===== src/hw/rtl/lsdh_pkg.sv =====
// ----------------------------------------------------------------------------
// lsdh_pkg
// Shared types and constants for the LRU stack distance histogram unit.
// ----------------------------------------------------------------------------
`default_nettype none

package lsdh_pkg;

    localparam int STACK_DEPTH_DEF = 256;
    localparam int COUNT_BITS_DEF  = 48;

    localparam int NUM_BINS  = 256;
    localparam int BIN_W     = 8;
    localparam int TAG_W     = 64;
    localparam int OUT_W     = 48;
    localparam int LSL_W     = 4;
    localparam int LIMIT_W   = 9;
    localparam int CFG_IDX_W = 1;
    localparam int CFG_DAT_W = 9;
    localparam int KIND_W    = 2;

    localparam logic [LSL_W-1:0]   LSL_RESET   = 4'd6;
    localparam logic [LIMIT_W-1:0] LIMIT_RESET = 9'd0;

    typedef enum logic [CFG_IDX_W-1:0] {
        REG_LINE_SIZE_LOG2 = 1'b0,
        REG_DISTANCE_LIMIT = 1'b1
    } t_cfg_reg;

    typedef enum logic {
        CMD_ACCESS = 1'b0,
        CMD_READ   = 1'b1
    } t_cmd;

    typedef enum logic [KIND_W-1:0] {
        KIND_INSTR = 2'd0,
        KIND_DATA  = 2'd1
    } t_kind;

    typedef enum logic [2:0] {
        ST_IDLE,
        ST_READ,
        ST_CMP,
        ST_RES,
        ST_UPD
    } t_state;

    typedef struct packed {
        logic cmp_en;
        logic shift_en;
    } t_cell_ctrl;

endpackage

`default_nettype wire


===== src/hw/rtl/lsdh_cell.sv =====
// ----------------------------------------------------------------------------
// lsdh_cell
// One LRU stack slot: holds a tag, compares it with the key and takes the
// tag of its upper neighbor on a shift.
// ----------------------------------------------------------------------------
`default_nettype none

module lsdh_cell
    import lsdh_pkg::*;
#(
    parameter int DEPTH    = STACK_DEPTH_DEF,
    parameter int CELL_IDX = 0
) (
    input  wire logic                       i_clk,
    input  wire logic                       i_rst_n,
    input  wire t_cell_ctrl                 i_ctrl,
    input  wire logic [TAG_W-1:0]           i_key,
    input  wire logic [TAG_W-1:0]           i_prev_tag,
    input  wire logic [$clog2(DEPTH+1)-1:0] i_fill,
    input  wire logic [$clog2(DEPTH)-1:0]   i_span,
    output logic      [TAG_W-1:0]           o_tag,
    output logic                            o_match,
    output logic      [TAG_W-1:0]           o_tail_tag
);

    localparam int FW = $clog2(DEPTH + 1);
    localparam int IW = $clog2(DEPTH);

    logic w_valid;
    logic w_tail;
    logic w_shift;

    assign w_valid    = FW'(CELL_IDX) < i_fill;
    assign w_tail     = FW'(CELL_IDX + 1) == i_fill;
    assign w_shift    = i_ctrl.shift_en && (IW'(CELL_IDX) <= i_span);
    assign o_tail_tag = w_tail ? o_tag : '0;

    always_ff @(posedge i_clk) begin
        if (w_shift) begin
            o_tag <= i_prev_tag;
        end
    end

    always_ff @(posedge i_clk) begin
        if (!i_rst_n) begin
            o_match <= 1'b0;
        end else if (i_ctrl.cmp_en) begin
            o_match <= w_valid && (o_tag == i_key);
        end
    end

endmodule

`default_nettype wire


===== config.mk =====
export PLATFORM = sky130hd
export DESIGN_NAME = lsdh_cell
export DESIGN_NICKNAME = d
export VERILOG_FILES = /design/src/hw/rtl/lsdh_pkg.sv /design/src/hw/rtl/lsdh_cell.sv
export SDC_FILE = /design/constraint.sdc
export NUM_CORES = 1
export LEC_CHECK = 0
export BUFFER_PORTS_ARGS = -buffer_cell sky130_fd_sc_hd__buf_2
export CAP_MARGIN = 20
export CORE_AREA = 5 5 106 108
export DETAILED_ROUTE_END_ITERATION = 12
export DIE_AREA = 0 0 111 113
export MAX_ROUTING_LAYER = met4
export PLACE_DENSITY = 0.67
export SLEW_MARGIN = 0
export SYNTH_ARGS = -nofsm -noshare
export SYNTH_HDL_FRONTEND = slang
export SYNTH_SLANG_ARGS = --single-unit

===== constraint.sdc =====
create_clock -name i_clk -period 4.1 [get_ports i_clk]
set_input_delay 0.205 -clock i_clk [delete_from_list [all_inputs] [get_ports i_clk]]
set_output_delay 0.205 -clock i_clk [all_outputs]
set_load 0.1 [all_outputs]

==> flow_summary.toml <==
[outcome]
status = "complete, no violations"

[critical_path]
cp.arrival_ns = 2.13
crit_fanout = 64
crit_slowest_cell = "and3_2"
cp_common_cell = "buf_2"
slowest_delay_ns = 0.81
startpoint_type = "input pin"
critPathBufInv = 2
crit_chain = "buf_2, nor4_1, and3_2, and2_1, buf_2"
required_ns = 3.89
crit_type = "input pin to output port"
crit_family = "simple AND/OR/NAND/NOR gates"
end_kind = "output port"

[global_route]
grt_pass1_wl_um = 16100
grt_overflow = 0
antenna_found_initial = 0
grt.total_usage_pct = 16.7
first_global_vias = 3167
grt_max_degree = 65

[logic_synthesis]
syn_inst = 250
yosys_warnings = 0
ys_types = 25
syn_nets = 399
ys_ff_latch = 65
avgSynthCellArea_um2 = 12.8
synth_area_um2 = 3210
yosysSeqAreaShare_pct = 60.6

[timing]
tightest_slew_ns = 0.848
setup_viol = 0
fin_crit_ns = 2.34
finClkSkew_ns = 0.00500
drv_slew = 0
max_slew_margin_pct = 43.4
fin_tns_setup_ns = 0
postLayoutSetupSlackWorst_ns = 1.76
finalCritPeriodShare_pct = 57.0
rsz0062_at_grt = "false"
max_freq_mhz = 428
hold_viol_final = 0

[cells_and_area]
mostFrequentLayoutCells = "buf_2 (269), edfxtp_1 (64), and2_1 (63)"
synthToLayoutAreaGrowth_pct = 54.0
drive_gt1_share_pct = 54.1
instances_no_fill = 665
layout_commonest_cell = "buf_2"
diodes = 0
nets = 673

[placed_design]
place_hpwl_um = 8760
place_congestion = 0.868
port-buffer-count = 269
place_inst = 649
post-place-ws_ns = 1.72

[detailed_routing]
via_per_inst = 4.46
num_vias = 2968
avgRoutedWirePerCell_um = 15.9
drc = 0
drtPass1Iterations = 6
drt_iter0_markers = 116
final_antenna_net_count = 0
wl_um = 10600

[flow_run]
drv_cap = 0

[clock_tree]
cts_buffer_depth = 2
cts_buffers = 9
ctsResizeCount = 0
hold_buffers = 0
cts_root_buf = "clkbuf_8"
clk_latency_ns = 0.33
clkSlewWorstSetupHoldPaths_ns = 0.07
clkSinkCount = 65
cts_tree = "yes"
htreeDepth = 3
cts_setup_buffers = 0

[power]
p_leak_nw = 2.38
switchingPower_uw = 750
power_density_nw_per_um2 = 419
ir_drop_uv = 187
intPower_mw = 1.32
clockPowerShare_pct = 30.9
seq_power_share_pct = 40.6
pwr-share-comb_pct = 28.6
sw_frac_of_total_pct = 36.3

[floorplanning]
start_util_pct = 31.6
dieArea_um2 = 12500
die_w_um = 111
ioPinCount = 278
core-area_um2 = 10100
rows = 37
die_height_um = 113

[worst_hold_path]
hold_class = "input pin to register"
[stage by stage]
stage | area [µm²] | hold slack (ns) | power [mW] | util [%]
6_report | 4940 | 0.0458 | 2.07 | 48.7
5_1_grt | 4940 | 0.0119 | 2.15 | 48.7
4_1_cts | 4940 | 0.0170 | 2.10 | 48.7
3_5_place_dp | 4700 | 0.383 | 1.45 | 46.4
3_3_place_gp | 4700 | 0.381 | 1.44 | 46.4
2_1_floorplan | 3210 | 0.304 | 1.29 | -
[Yosys cell counts, drive strengths merged]
cell type,n,area (µm²)
o221ai,1,8.76
nor2b,11,68.8
nor4,9,62.6
xor2,15,131
buf,1,5.00
inv,10,37.5
a222oi,1,10.0
nand4,8,50.1
clkbuf,6,22.5
and3,1,6.26
o2111ai,4,35.0
o22ai,2,12.5
nand2b,9,56.3
o21ai,1,5.00
nand2,4,15.0
edfxtp,64,1920
or4,1,7.51
dfxtp,1,20.0
and2,64,402
xnor2,31,272
nand3b,1,7.51
a2111o,4,45.0
nor3,1,5.00
[metal layers]
layer  part of all wire, %  track usage (%)
met2                    52             28.9
met3                   6.8             4.60
met4                   1.5             6.08
met1                    40             18.5
met5                     0                -
[final timing paths]
path	from	endpoint	slack, ns	depth (start not counted)
setup / recovery	i_fill[8]	o_tail_tag[8]	1.76	5
setup reg to reg	o_tag[16]	o_match	2.19	5
hold / removal	i_prev_tag[31]	o_tag[31]	0.05	1
hold reg to reg	o_match	o_match	0.50	2
[kinds of logic (layout without fill, tap and decap cells)]
group | count (synthesis) | after routing | share of synthesized area [%]
simple gates | 109 | 109 | 21.2
buf+inv | 17 | 296 | 2.03
flops | 65 | 65 | 60.6
compound gates | 13 | 13 | 3.63
xor+xnor | 46 | 46 | 12.6
[power by group through the flow]
stage | Sequential [mW] | Combinational (mW) | Clock (mW)
after floorplan | 1.21 | 0.0770 | 0
after global placement | 0.851 | 0.589 | 0
after detailed placement | 0.854 | 0.593 | 0
after CTS | 0.840 | 0.594 | 0.665
after global routing | 0.848 | 0.613 | 0.693
final | 0.839 | 0.590 | 0.639
[registers in the layout (all words and copies together) (netlist names)]
| signal | flops |
|---|---|
| o_tag | 64 |
| o_match | 1 |
[layout make-up]
cell class	instances	area (µm²)
Clock buffer	9	124
Inverter	10	37.5
Sequential cell	65	1940
Multi-Input combinational cell	168	1200
Fill cell	949	5200
Tap cell	136	170
Timing Repair Buffer	270	1350
Clock inverter	7	109
Power figures use the tool's default switching activity.
